[src/hw/rtl/ffls_pkg.sv]
// Shared types, widths and constants of the flat-face Lambert shader.
package ffls_pkg;

   localparam int FRACTION_BITS = 14;

   localparam int NORM_W  = 16;
   localparam int LEVEL_W = 8;
   localparam int SUM_W   = NORM_W + 2;
   localparam int POS_W   = SUM_W - 1;
   localparam int INV_W   = 30;
   localparam logic [INV_W-1:0] INV_SQRT3 = 30'd619925131;
   localparam int PROD_W  = POS_W + INV_W;

   localparam int D_W     = FRACTION_BITS + 1;
   localparam int CLAMP_W = (POS_W > D_W) ? POS_W : D_W;
   localparam longint unsigned ONE_VAL = 64'd1 << FRACTION_BITS;
   localparam int TERM_W  = D_W + LEVEL_W;
   localparam int NY_W    = NORM_W - 1;
   localparam int HL_W    = NY_W + LEVEL_W;

   localparam int LIGHT_W = (FRACTION_BITS + 10 > 24) ? FRACTION_BITS + 10 : 24;
   localparam int Q_W     = LIGHT_W + LEVEL_W - FRACTION_BITS;
   localparam int RECIP_SHIFT = Q_W + 8;
   localparam int RECIP_W = RECIP_SHIFT - 7;
   localparam longint unsigned RECIP_VAL =
      ((64'd1 << RECIP_SHIFT) + 64'd254) / 64'd255;
   localparam int R_W     = Q_W + RECIP_W;
   localparam int QT_W    = Q_W - 7;
   localparam int SAT_W   = QT_W + 1;

   localparam int IDX_W = 3;

   typedef enum logic [IDX_W-1:0] {
      REG_AMBIENT   = 3'd0,
      REG_LIGHT_ONE = 3'd1,
      REG_LIGHT_TWO = 3'd2,
      REG_HIGHLIGHT = 3'd3,
      REG_EMITTED   = 3'd4
   } reg_index_type;

   localparam logic [LEVEL_W-1:0] AMBIENT_RESET   = 8'd80;
   localparam logic [LEVEL_W-1:0] LIGHT_ONE_RESET = 8'd125;
   localparam logic [LEVEL_W-1:0] LIGHT_TWO_RESET = 8'd50;
   localparam logic [LEVEL_W-1:0] HIGHLIGHT_RESET = 8'd175;
   localparam logic [LEVEL_W-1:0] EMITTED_RESET   = 8'd70;

   typedef struct packed {
      logic [LEVEL_W-1:0] ambient;
      logic [LEVEL_W-1:0] light_one;
      logic [LEVEL_W-1:0] light_two;
      logic [LEVEL_W-1:0] highlight;
      logic [LEVEL_W-1:0] emitted;
   } cfg_type;

   typedef logic [2:0][LEVEL_W-1:0] rgb_type;

endpackage

[src/hw/rtl/flat_face_lambert_shader.sv]
// Top level of the flat-face Lambert shader: one shaded RGB color per face.
//
//   channel  direction  handshake            payload
//   req      in         req_valid/req_stall  action, normal x/y/z, reflectivity
//   rsp      out        rsp_valid/rsp_stall  shaded red, green, blue
//   csr      in         csr_valid/csr_ready  register index, 8-bit data
//
// A new request can enter every cycle in which req_stall is low;
// the depth is set by the four light-sum stages and the three scaling stages.
// Reset clears all valid bits and loads the default light levels.
// A stalled response holds the output stage; earlier stages keep moving into
// empty slots, so the request side stalls only once the pipeline is full.
module flat_face_lambert_shader (
   input  logic                                clock,
   input  logic                                reset,
   input  logic                                req_valid,
   output logic                                req_stall,
   input  logic                                req_action,
   input  logic signed [ffls_pkg::NORM_W-1:0]  req_normal_x,
   input  logic signed [ffls_pkg::NORM_W-1:0]  req_normal_y,
   input  logic signed [ffls_pkg::NORM_W-1:0]  req_normal_z,
   input  logic [ffls_pkg::LEVEL_W-1:0]        req_refl_red,
   input  logic [ffls_pkg::LEVEL_W-1:0]        req_refl_green,
   input  logic [ffls_pkg::LEVEL_W-1:0]        req_refl_blue,
   output logic                                rsp_valid,
   input  logic                                rsp_stall,
   output logic [ffls_pkg::LEVEL_W-1:0]        rsp_out_red,
   output logic [ffls_pkg::LEVEL_W-1:0]        rsp_out_green,
   output logic [ffls_pkg::LEVEL_W-1:0]        rsp_out_blue,
   input  logic                                csr_valid,
   output logic                                csr_ready,
   input  logic [ffls_pkg::IDX_W-1:0]          csr_index,
   input  logic [ffls_pkg::LEVEL_W-1:0]        csr_data
);

   ffls_pkg::cfg_type            cfg;
   ffls_pkg::rgb_type            req_refl;
   ffls_pkg::rgb_type            mid_refl;
   ffls_pkg::rgb_type            rsp_rgb;
   logic                         light_ready;
   logic                         mid_valid;
   logic                         mid_ready;
   logic [ffls_pkg::LIGHT_W-1:0] mid_light;
   logic                         mid_action;

   assign req_refl[0] = req_refl_red;
   assign req_refl[1] = req_refl_green;
   assign req_refl[2] = req_refl_blue;
   assign req_stall   = !light_ready;

   assign rsp_out_red   = rsp_rgb[0];
   assign rsp_out_green = rsp_rgb[1];
   assign rsp_out_blue  = rsp_rgb[2];

   ffls_csr u_csr (
      .clock     (clock),
      .reset     (reset),
      .csr_valid (csr_valid),
      .csr_ready (csr_ready),
      .csr_index (csr_index),
      .csr_data  (csr_data),
      .cfg       (cfg)
   );

   ffls_light u_light (
      .clock      (clock),
      .reset      (reset),
      .cfg        (cfg),
      .in_valid   (req_valid),
      .in_ready   (light_ready),
      .in_action  (req_action),
      .in_nx      (req_normal_x),
      .in_ny      (req_normal_y),
      .in_nz      (req_normal_z),
      .in_refl    (req_refl),
      .out_valid  (mid_valid),
      .out_ready  (mid_ready),
      .out_light  (mid_light),
      .out_action (mid_action),
      .out_refl   (mid_refl)
   );

   ffls_scale u_scale (
      .clock     (clock),
      .reset     (reset),
      .cfg       (cfg),
      .in_valid  (mid_valid),
      .in_ready  (mid_ready),
      .in_light  (mid_light),
      .in_action (mid_action),
      .in_refl   (mid_refl),
      .out_valid (rsp_valid),
      .out_stall (rsp_stall),
      .out_rgb   (rsp_rgb)
   );

endmodule

[src/hw/rtl/ffls_csr.sv]
// Configuration registers of the shader, written through the csr port.
module ffls_csr (
   input  logic                            clock,
   input  logic                            reset,
   input  logic                            csr_valid,
   output logic                            csr_ready,
   input  logic [ffls_pkg::IDX_W-1:0]      csr_index,
   input  logic [ffls_pkg::LEVEL_W-1:0]    csr_data,
   output ffls_pkg::cfg_type               cfg
);

   ffls_pkg::cfg_type cfg_ff;
   ffls_pkg::cfg_type cfg_in;

   assign csr_ready = 1'b1;
   assign cfg = cfg_ff;

   always_comb begin
      cfg_in = cfg_ff;
      if (csr_valid) begin
         unique case (ffls_pkg::reg_index_type'(csr_index))
            ffls_pkg::REG_AMBIENT:   cfg_in.ambient   = csr_data;
            ffls_pkg::REG_LIGHT_ONE: cfg_in.light_one = csr_data;
            ffls_pkg::REG_LIGHT_TWO: cfg_in.light_two = csr_data;
            ffls_pkg::REG_HIGHLIGHT: cfg_in.highlight = csr_data;
            ffls_pkg::REG_EMITTED:   cfg_in.emitted   = csr_data;
            default:                 cfg_in = cfg_ff;
         endcase
      end
   end

   always_ff @(posedge clock) begin
      if (reset) begin
         cfg_ff.ambient   <= ffls_pkg::AMBIENT_RESET;
         cfg_ff.light_one <= ffls_pkg::LIGHT_ONE_RESET;
         cfg_ff.light_two <= ffls_pkg::LIGHT_TWO_RESET;
         cfg_ff.highlight <= ffls_pkg::HIGHLIGHT_RESET;
         cfg_ff.emitted   <= ffls_pkg::EMITTED_RESET;
      end else begin
         cfg_ff <= cfg_in;
      end
   end

endmodule

[src/hw/rtl/ffls_light.sv]
// Four-stage pipeline that forms the light sum of one face.
module ffls_light (
   input  logic                                clock,
   input  logic                                reset,
   input  ffls_pkg::cfg_type                   cfg,
   input  logic                                in_valid,
   output logic                                in_ready,
   input  logic                                in_action,
   input  logic signed [ffls_pkg::NORM_W-1:0]  in_nx,
   input  logic signed [ffls_pkg::NORM_W-1:0]  in_ny,
   input  logic signed [ffls_pkg::NORM_W-1:0]  in_nz,
   input  ffls_pkg::rgb_type                   in_refl,
   output logic                                out_valid,
   input  logic                                out_ready,
   output logic [ffls_pkg::LIGHT_W-1:0]        out_light,
   output logic                                out_action,
   output ffls_pkg::rgb_type                   out_refl
);

   localparam int SW = ffls_pkg::SUM_W;
   localparam int NW = ffls_pkg::NORM_W;

   logic en_a, en_b, en_c, en_d;
   logic va_ff, vb_ff, vc_ff, vd_ff;

   // Stage A: diagonal sums.
   logic signed [SW-1:0]           sum1_ff, sum1_in, sum2_ff, sum2_in;
   logic                           neg_a_ff, act_a_ff;
   logic [ffls_pkg::NY_W-1:0]      ny_a_ff;
   ffls_pkg::rgb_type              refl_a_ff;
   // Stage B: projections and highlight term.
   logic [ffls_pkg::POS_W-1:0]     pos1, pos2;
   logic [ffls_pkg::PROD_W-1:0]    prod1, prod2;
   logic [ffls_pkg::POS_W-1:0]     draw1_ff, draw1_in, draw2_ff, draw2_in;
   logic [ffls_pkg::HL_W-1:0]      hl_b_ff, hl_b_in;
   logic                           neg_b_ff, act_b_ff;
   ffls_pkg::rgb_type              refl_b_ff;
   // Stage C: clamped light terms.
   logic [ffls_pkg::D_W-1:0]       d1, d2;
   logic [ffls_pkg::TERM_W-1:0]    t1_ff, t1_in, t2_ff, t2_in;
   logic [ffls_pkg::HL_W-1:0]      hl_c_ff;
   logic                           neg_c_ff, act_c_ff;
   ffls_pkg::rgb_type              refl_c_ff;
   // Stage D: light sum.
   logic [ffls_pkg::LIGHT_W-1:0]   amb_term;
   logic [ffls_pkg::LIGHT_W-1:0]   light_ff, light_in;
   logic                           act_d_ff;
   ffls_pkg::rgb_type              refl_d_ff;

   assign en_d     = !vd_ff || out_ready;
   assign en_c     = !vc_ff || en_d;
   assign en_b     = !vb_ff || en_c;
   assign en_a     = !va_ff || en_b;
   assign in_ready = en_a;

   assign out_valid  = vd_ff;
   assign out_light  = light_ff;
   assign out_action = act_d_ff;
   assign out_refl   = refl_d_ff;

   always_comb begin
      sum1_in = {{2{in_nx[NW-1]}}, in_nx} + {{2{in_ny[NW-1]}}, in_ny}
              + {{2{in_nz[NW-1]}}, in_nz};
      sum2_in = {{2{in_ny[NW-1]}}, in_ny} + {{2{in_nz[NW-1]}}, in_nz}
              - {{2{in_nx[NW-1]}}, in_nx};
   end

   always_comb begin
      pos1 = (!sum1_ff[SW-1] && (sum1_ff != '0)) ? sum1_ff[ffls_pkg::POS_W-1:0] : '0;
      pos2 = (!sum2_ff[SW-1] && (sum2_ff != '0)) ? sum2_ff[ffls_pkg::POS_W-1:0] : '0;
      prod1 = ffls_pkg::PROD_W'(pos1) * ffls_pkg::PROD_W'(ffls_pkg::INV_SQRT3);
      prod2 = ffls_pkg::PROD_W'(pos2) * ffls_pkg::PROD_W'(ffls_pkg::INV_SQRT3);
      draw1_in = prod1[ffls_pkg::PROD_W-1:ffls_pkg::INV_W];
      draw2_in = prod2[ffls_pkg::PROD_W-1:ffls_pkg::INV_W];
      hl_b_in = ffls_pkg::HL_W'(ny_a_ff) * ffls_pkg::HL_W'(cfg.highlight);
   end

   always_comb begin
      if (ffls_pkg::CLAMP_W'(draw1_ff) > ffls_pkg::CLAMP_W'(ffls_pkg::ONE_VAL)) begin
         d1 = ffls_pkg::D_W'(ffls_pkg::ONE_VAL);
      end else begin
         d1 = ffls_pkg::D_W'(draw1_ff);
      end
      if (ffls_pkg::CLAMP_W'(draw2_ff) > ffls_pkg::CLAMP_W'(ffls_pkg::ONE_VAL)) begin
         d2 = ffls_pkg::D_W'(ffls_pkg::ONE_VAL);
      end else begin
         d2 = ffls_pkg::D_W'(draw2_ff);
      end
      t1_in = ffls_pkg::TERM_W'(d1) * ffls_pkg::TERM_W'(cfg.light_one);
      t2_in = ffls_pkg::TERM_W'(d2) * ffls_pkg::TERM_W'(cfg.light_two);
   end

   always_comb begin
      amb_term = ffls_pkg::LIGHT_W'(cfg.ambient) << ffls_pkg::FRACTION_BITS;
      priority if (neg_c_ff) begin
         light_in = amb_term;
      end else if (act_c_ff) begin
         light_in = ffls_pkg::LIGHT_W'(hl_c_ff) + amb_term;
      end else begin
         light_in = ffls_pkg::LIGHT_W'(t1_ff) + ffls_pkg::LIGHT_W'(t2_ff) + amb_term;
      end
   end

   always_ff @(posedge clock) begin
      if (reset) begin
         va_ff <= 1'b0;
         vb_ff <= 1'b0;
         vc_ff <= 1'b0;
         vd_ff <= 1'b0;
      end else begin
         if (en_a) va_ff <= in_valid;
         if (en_b) vb_ff <= va_ff;
         if (en_c) vc_ff <= vb_ff;
         if (en_d) vd_ff <= vc_ff;
      end
   end

   always_ff @(posedge clock) begin
      if (en_a) begin
         sum1_ff   <= sum1_in;
         sum2_ff   <= sum2_in;
         neg_a_ff  <= in_ny[NW-1];
         act_a_ff  <= in_action;
         ny_a_ff   <= in_ny[ffls_pkg::NY_W-1:0];
         refl_a_ff <= in_refl;
      end
      if (en_b) begin
         draw1_ff  <= draw1_in;
         draw2_ff  <= draw2_in;
         hl_b_ff   <= hl_b_in;
         neg_b_ff  <= neg_a_ff;
         act_b_ff  <= act_a_ff;
         refl_b_ff <= refl_a_ff;
      end
      if (en_c) begin
         t1_ff     <= t1_in;
         t2_ff     <= t2_in;
         hl_c_ff   <= hl_b_ff;
         neg_c_ff  <= neg_b_ff;
         act_c_ff  <= act_b_ff;
         refl_c_ff <= refl_b_ff;
      end
      if (en_d) begin
         light_ff  <= light_in;
         act_d_ff  <= act_c_ff;
         refl_d_ff <= refl_c_ff;
      end
   end

endmodule

[src/hw/rtl/ffls_scale.sv]
// Three-stage pipeline that scales the light sum by reflectivity per channel.
module ffls_scale (
   input  logic                           clock,
   input  logic                           reset,
   input  ffls_pkg::cfg_type              cfg,
   input  logic                           in_valid,
   output logic                           in_ready,
   input  logic [ffls_pkg::LIGHT_W-1:0]   in_light,
   input  logic                           in_action,
   input  ffls_pkg::rgb_type              in_refl,
   output logic                           out_valid,
   input  logic                           out_stall,
   output ffls_pkg::rgb_type              out_rgb
);

   localparam int PW = ffls_pkg::LIGHT_W + ffls_pkg::LEVEL_W;

   logic en_e, en_f, en_g;
   logic ve_ff, vf_ff, vg_ff;

   logic [2:0][PW-1:0]                  prod;
   logic [2:0][ffls_pkg::Q_W-1:0]       q_ff, q_in;
   logic                                act_e_ff, act_f_ff;
   logic [2:0][ffls_pkg::R_W-1:0]       r_ff, r_in;
   logic [2:0][ffls_pkg::QT_W-1:0]      quo;
   logic [2:0][ffls_pkg::SAT_W-1:0]     total;
   ffls_pkg::rgb_type                   rgb_ff, rgb_in;

   assign en_g     = !vg_ff || !out_stall;
   assign en_f     = !vf_ff || en_g;
   assign en_e     = !ve_ff || en_f;
   assign in_ready = en_e;

   assign out_valid = vg_ff;
   assign out_rgb   = rgb_ff;

   always_comb begin
      for (int k = 0; k < 3; k++) begin
         prod[k] = PW'(in_light) * PW'(in_refl[k]);
         q_in[k] = prod[k][PW-1:ffls_pkg::FRACTION_BITS];
         r_in[k] = ffls_pkg::R_W'(q_ff[k]) * ffls_pkg::R_W'(ffls_pkg::RECIP_VAL);
         quo[k]  = r_ff[k][ffls_pkg::R_W-1:ffls_pkg::RECIP_SHIFT];
         if (act_f_ff) begin
            total[k] = ffls_pkg::SAT_W'(quo[k]) + ffls_pkg::SAT_W'(cfg.emitted);
         end else begin
            total[k] = ffls_pkg::SAT_W'(quo[k]);
         end
         if (total[k] > ffls_pkg::SAT_W'(255)) begin
            rgb_in[k] = 8'd255;
         end else begin
            rgb_in[k] = total[k][ffls_pkg::LEVEL_W-1:0];
         end
      end
   end

   always_ff @(posedge clock) begin
      if (reset) begin
         ve_ff <= 1'b0;
         vf_ff <= 1'b0;
         vg_ff <= 1'b0;
      end else begin
         if (en_e) ve_ff <= in_valid;
         if (en_f) vf_ff <= ve_ff;
         if (en_g) vg_ff <= vf_ff;
      end
   end

   always_ff @(posedge clock) begin
      if (en_e) begin
         q_ff     <= q_in;
         act_e_ff <= in_action;
      end
      if (en_f) begin
         r_ff     <= r_in;
         act_f_ff <= act_e_ff;
      end
      if (en_g) begin
         rgb_ff <= rgb_in;
      end
   end

endmodule
[config.mk]
export PLATFORM = sky130hd
export DESIGN_NAME = flat_face_lambert_shader
export DESIGN_NICKNAME = d
export VERILOG_FILES = /design/src/hw/rtl/ffls_pkg.sv /design/src/hw/rtl/flat_face_lambert_shader.sv /design/src/hw/rtl/ffls_csr.sv /design/src/hw/rtl/ffls_light.sv /design/src/hw/rtl/ffls_scale.sv
export SDC_FILE = /design/constraint.sdc
export NUM_CORES = 2
export LEC_CHECK = 0
export BUFFER_PORTS_ARGS = -buffer_cell sky130_fd_sc_hd__buf_2
export CORE_MARGIN = 5
export CORE_UTILIZATION = 55
export CTS_CLUSTER_DIAMETER = 200
export DETAILED_ROUTE_END_ITERATION = 8
export GPL_ROUTABILITY_DRIVEN = 0
export PLACE_DENSITY = 0.71
export SYNTH_ARGS = -nofsm -noshare
export SYNTH_HDL_FRONTEND = slang
export SYNTH_SLANG_ARGS = --single-unit
[constraint.sdc]
create_clock -name clock -period 15.4 [get_ports clock]
set_input_delay 3.08 -clock clock [delete_from_list [all_inputs] [get_ports clock]]
set_output_delay 3.08 -clock clock [all_outputs]
set_load 0.02 [all_outputs]
* Word-level counts from Yosys, hierarchy flattened *
Index checks and enable logic that the tools add are counted.

word-level totals
  flip-flop bits (word level) = 542
  output and inout port bits = 27
  word-level logic and storage cells = 120
  bits in writable memories = 0
  memories kept = 0
  input port bits = 89
  latch bits = 0
  ROM bits = 0

operators by class
  div/mod/pow operators = 0
  reductions and logical operators = 28
  bitwise operators = 0
  shift-type cells = 0
  multipliers = 11
  equal/unequal tests = 4
  $add $sub $neg = 10
  muxes and demuxes = 9
  $lt $le $gt $ge = 5

operators by type and width
  kind                    number
  $mul 18x19->37 const B  3
  $mul 24x8->32           3
  $mul 17x30->47 const B  2
  $mul 15x8->23           3
  $add 11x8->12           3
  $gt 12x8->1 const B     3
  $mux 12                 3
  $reduce_bool 18->1      2
  $add 16x16->17          2
  $gt 17x15->1 const B    2
  $mux 17                 2
  $mux 15                 2
  $add 23x22->24          1
  $add 23x23->24          1
  $add 24x22->24          1
  $mux 24                 1
  $mux 22                 1
  $add 17x16->18          1
  $sub 17x16->18          1
  $logic_not 1->1         11
  $reduce_and 2->1        5
  $logic_or 1x1->1        7
  $eq 3x2->1 const B      2
  $eq 3x1->1 const B      1
  3 further kinds         4

* Logic depth before layout (Yosys ltp) *
  depth in word-level cells = 9
  gate-level depth with buffers = 32
  mapped depth without buffers = 30

* Hierarchy *
From an unflattened synthesis, not the netlist that was laid out.

second synthesis, totals
  cells, all modules = 6751
  area, all modules = 68974.9 um2

modules (own cells, without submodules)
  module                    area an instance (um2)  cells an instance  instances  seq. area each (um2)
  ffls_light                40415.0                 3874               1          9178.8
  ffls_scale                26954.6                 2722               1          3453.3
  ffls_csr                  1601.5                  154                1          800.8
  flat_face_lambert_shader  3.8                     1                  1          0.0

* Worst setup path after synthesis *
Ideal clock, no wire load.

  path type = in2out
  start = in rsp_stall
  end = out req_stall
  path buffers = 1
  stages = 5
  arrival time = 6.680 ns
  slack = 5.640 ns
  data required time = 12.320 ns
  cell sequence = and3_1 -> and3_1 -> clkbuf_1 -> nand4_1 -> inv_1

on the way
  cells in the longest elaborated chain, start to end = 9

RTL lines
  what                RTL line                        text
  start: declaration  flat_face_lambert_shader.sv:26  input logic rsp_stall,
  $logic_not 1->1     ffls_scale.sv:29                assign en_g = !vg_ff || !out_stall;
  $logic_or 1x1->1    ffls_scale.sv:29
  $logic_or 1x1->1    ffls_scale.sv:30                assign en_f = !vf_ff || en_g;
  $logic_or 1x1->1    ffls_scale.sv:31                assign en_e = !ve_ff || en_f;
  $logic_or 1x1->1    ffls_light.sv:50                assign en_d = !vd_ff || out_ready;
  $logic_or 1x1->1    ffls_light.sv:51                assign en_c = !vc_ff || en_d;
  $logic_or 1x1->1    ffls_light.sv:52                assign en_b = !vb_ff || en_c;
  $logic_or 1x1->1    ffls_light.sv:53                assign en_a = !va_ff || en_b;
  $logic_not 1->1     flat_face_lambert_shader.sv:49  assign req_stall = !light_ready;
  end: declaration    flat_face_lambert_shader.sv:17  output logic req_stall,

Every way passes these cells.

* Final worst setup path *
  start = reg u_light.sum2_ff[0]
  end = reg u_light.draw2_ff[16] (netlist bit), data pin

on the way
  cells in the longest elaborated chain, start to end = 4

RTL lines
  what                              RTL line           text
  start: declaration                ffls_light.sv:27   logic signed [SW-1:0] sum1_ff, sum1_in, sum2_ff, sum2_in;
  start signal: assignment          ffls_light.sv:121  sum2_ff <= sum2_in;
  $reduce_bool 18->1                ffls_light.sv:70   pos2 = (!sum2_ff[SW-1] && (sum2_ff != '0)) ? sum2_ff[ffls_pkg::POS_W-1:0] : '0;
  $logic_and 1x1->1                 ffls_light.sv:70
  $mux 17 (*)                       ffls_light.sv:70
  $mul 17x30->47 (*)                ffls_light.sv:72   prod2 = ffls_pkg::PROD_W'(pos2) * ffls_pkg::PROD_W'(ffls_pkg::INV_SQRT3);
  named net u_light.prod2, one bit  ffls_light.sv:33   logic [ffls_pkg::PROD_W-1:0] prod1, prod2;
  end signal: assignment            ffls_light.sv:129  draw2_ff <= draw2_in;
  end: declaration                  ffls_light.sv:34   logic [ffls_pkg::POS_W-1:0] draw1_ff, draw1_in, draw2_ff, draw2_in;

The timed path passes the listed nets; every way through them passes the cells marked *.
A chain may end at the register's enable or synchronous reset.

==> impl_summary.md <==
Job
Max-cap violations in this run came to 0.

Timing
The count of pins over their slew limit came to 0. Across the routed clock network, the largest skew measured is 0.0283 ns. Setup violations remaining at the end of the flow were counted as 0. For the pin with the worst max-slew slack, the measured transition is 1.15 ns. The setup slack after layout is 7.31 ns. Measured against its own limit, the worst slew margin works out to 23.4%. After layout, the worst path uses between 50 and 60% of the clock period. Adding up every negative setup slack in the final design gives 0 ns. The final hold violation count is 0. The clock period could shrink to slightly above 8 ns.

The achievable frequency is between 0.1 and 0.15 GHz. Setup repair after global routing left no endpoint under its margin.

Critical path
STA classifies the critical path startpoint as a flip-flop. The length in cells of the worst reg-to-reg path is 28. The highest cell delay on the worst timing path is 0.67 ns. The critical path in this run is classified as flip-flop to flip-flop. The worst-path cell with the longest stage delay is fa_1. Along the worst path, the maximum fanout reaches 10. The data required time at the worst endpoint is between 15 and 20 ns. The worst endpoint data arrival time is 8.47 ns. STA classifies the critical path endpoint as a flip-flop.

Logic synthesis
The library cell occupying the most area in the post-synthesis netlist is fa_1. The net count after synthesis is 8850. Dividing the synthesized area by the synthesized cell count gives ~10 um^2. Ranked by total cell area, the synthesized netlist is headed by fa_1, ha_1, edfxtp_1, inv_1, nand2_1. After technology mapping, the gate count stands at around 6700. The netlist area before placement is 0.0678 mm^2. The sequential element share of the synthesized area is 19.8%.

The synthesized design devotes to its leading area cell type 30.6% of total area. In the synthesized netlist the dominant register cell turns out to be edfxtp_1. The fraction of registers with async set or reset after synthesis is 0%. The number of warning messages in the yosys log is 0. The number of different library cells in the post-synthesis netlist is 84. The synthesized design contains 416 enable-type register cells. In this run, synthesis produced a sequential element count of between 400 and 500.

Clocking
The clock latency on the worst-skew pair is 0.64 ns. Once the clock tree was built, the setup fixing pass inserted 0 buffers. The TritonCTS clock tree is built.

The clock passes through at most 3 buffers. After clock tree synthesis, the clock-pin slew on the worst setup and hold paths is 0.06 ns. The library cell used as clock root buffer is clkbuf_16. CTS built an H-tree with a depth of 2. The post-cts sizing count is 0. Clock tree synthesis inserted a total of 52 buffers. Hold repair after CTS inserted 0 buffers. The clock net sink count is 463.

Routing
The DRC violation total after the first TritonRoute iteration is 2560. The count of vias placed by the detailed router is 45700. The post-detailed-route DRC marker count is 0. Dividing the detail-routed via count by the number of cells gives between 5 and 6. The detail route stage leaves a number of antenna-violating nets equal to 0.

Dividing the detail-routed wire length by the instance count gives 18.2 um. The number of detailed-route iterations in the first pass is 6. The post-detailed-routing wire length is 153 mm.

Min path
The worst hold-check path type is flip-flop to flip-flop. The worst hold path passes through 0 cells.

Die
In this run the vertical extent of the chip is 361 um. The initial core utilization is 55.5%. The I/O pin total is approximately 120. In this run the standard cell core region covers 0.122 mm^2.

The die area is 0.130 mm^2. The placement row count is 128. The die extent in x is 361 um.

GRT
The via count of the first global-routing pass came to 48900. The wire length of the first global-routing pass is approximately 250 mm. Global routing used 23.8% of the available tracks.

Entering global routing, the biggest net connects 67 pins. The initial antenna violation count is 6. The total overflow left after global routing is 0.

Outcome
The run finished with clean final reports.

Cells and area
The area overhead of the layout relative to synthesis is 5.76%. The final layout contains 8864 nets. The post-route netlist has 4.11% of its cells at a drive strength greater than 1.

Placed design
The number of input and output port buffers inserted is 114. The pre-CTS setup slack is between 7 and 8 ns. The final HPWL from detailed placement is 124 mm.
-- per-layer routing --
| metal | global-route usage, % | part of all wire, % | vias up | wire, um |
|---|---|---|---|---|
| met3 | 2.90 | 5.4 | 266 | 8170 |
| met1 | 29.9 | 40 | 22800 | 61500 |
| li1 | - | - | 21400 | - |
| met5 | 0 | 0.0072 | - | 11 |
| met4 | 7.18 | 3.3 | 2 | 4970 |
| met2 | 43.0 | 51 | 1229 | 77900 |
-- worst max-delay path, delay by kind of cell, from the launching register on --
family | cells | cell delay (ns)
fa+ha+maj | 7 | 3.56
compound gates | 7 | 1.36
simple gates | 7 | 1.97
xor+xnor | 1 | 0.14
flops | 1 | 0.50
buf+inv | 6 | 0.33
-- path summary, 6_finish.rpt --
| check | start | endpoint | slack, ns |
|---|---|---|---|
| worst min-delay path | u_light.refl_b_ff[4] | u_light.refl_c_ff[4] | 0.42 |
| worst max-delay path | u_light.sum2_ff[0] | u_light.draw2_ff[16] | 7.31 |
| worst min register to register | u_light.refl_b_ff[4] | u_light.refl_c_ff[4] | 0.42 |
| worst max register to register | u_light.sum2_ff[0] | u_light.draw2_ff[16] | 7.31 |
-- cell families after synthesis --
group,after synthesis,share of synthesized area (%)
buf+inv,1561,8.66
xor+xnor,210,2.71
mux,19,0.281
compound gates,625,6.07
flops,463,19.8
fa+ha+maj,2083,49.9
other cells,1,0.00553
simple gates,1716,12.5
-- area by class of cell --
cell class / count / area [um^2]
fill: 10300 / 50400
tap: 1625 / 2030
inverter: 1374 / 5160
antenna: 6 / 15.0
clock inverter: 38 / 373
timing repair buffer: 147 / 818
clock buffer: 58 / 1320
multi-input combinational: 4654 / 48500
sequential: 463 / 13400
-- registers in the layout, indices dropped and copies added, names as in the netlist, 15 cells and up --
register / count
u_scale.out_rgb: 24
u_csr.cfg: 40
u_light.hl_c_ff: 23
u_scale.q_ff: 54
u_light.draw1_ff: 17
u_light.t2_ff: 23
u_scale.quo: 33
u_light.hl_b_ff: 23
u_light.sum2_ff: 18
u_light.refl_a_ff: 24
u_light.ny_a_ff: 15
u_light.draw2_ff: 17
u_light.out_light: 24
u_light.refl_b_ff: 24
u_light.t1_ff: 23
u_light.out_refl: 24
u_light.sum1_ff: 17
u_light.refl_c_ff: 24
-- placed cells by master, fill, tap and decap left out, drive strengths merged, types with 9 or more instances in the layout --
master,count
inv,1382
ha,1047
fa,1036
nand2,679
edfxtp,416
and2,354
nor2,207
a21oi,186
xnor2,148
buf,147
and3,146
o21ai,125
a21o,74
nor2b,62
xor2,62
nor3,60
clkbuf,58
nand3,52
dfxtp,47
o21a,38
nand2b,33
a211oi,29
nand4,28
o21bai,22
nor4,20
or2,19
or3,19
mux2i,19
a31oi,17
clkinv,17
a211o,16
nand3b,15
a21boi,15
a2111oi,12
o211ai,10
o31ai,10
clkinvlp,9
-- stage by stage --
step                utilization [%]  instance area [um^2]  hold slack, ns  std cells
floorplan                         -                 67800           0.400       6678
global placement               57.3                 69900           0.401       8263
detailed placement             57.3                 69900           0.405       8263
CTS                            58.7                 71600           0.416       8359
global route                   58.7                 71600           0.423       8361
finish                         58.7                 71700           0.417       8365
-- synth_stat cells, types with 20 or more instances --
library cell	instances
inv_1	1373
ha_1	1047
fa_1	1036
nand2_1	679
edfxtp_1	416
and2_1	354
nor2_1	207
a21oi_1	184
clkbuf_1	164
xnor2_1	148
and3_1	146
o21ai_0	120
a21o_1	74
nor2b_1	62
xor2_1	62
nor3_1	59
nand3_1	52
dfxtp_1	47
o21a_1	38
nand2b_1	33
a211oi_1	28
nand4_1	28
o21bai_1	22
buf_1	20
nor4_1	20
Power is not shown: default switching activity piles up to over one toggle a cycle in this logic, so the estimate is an artifact.
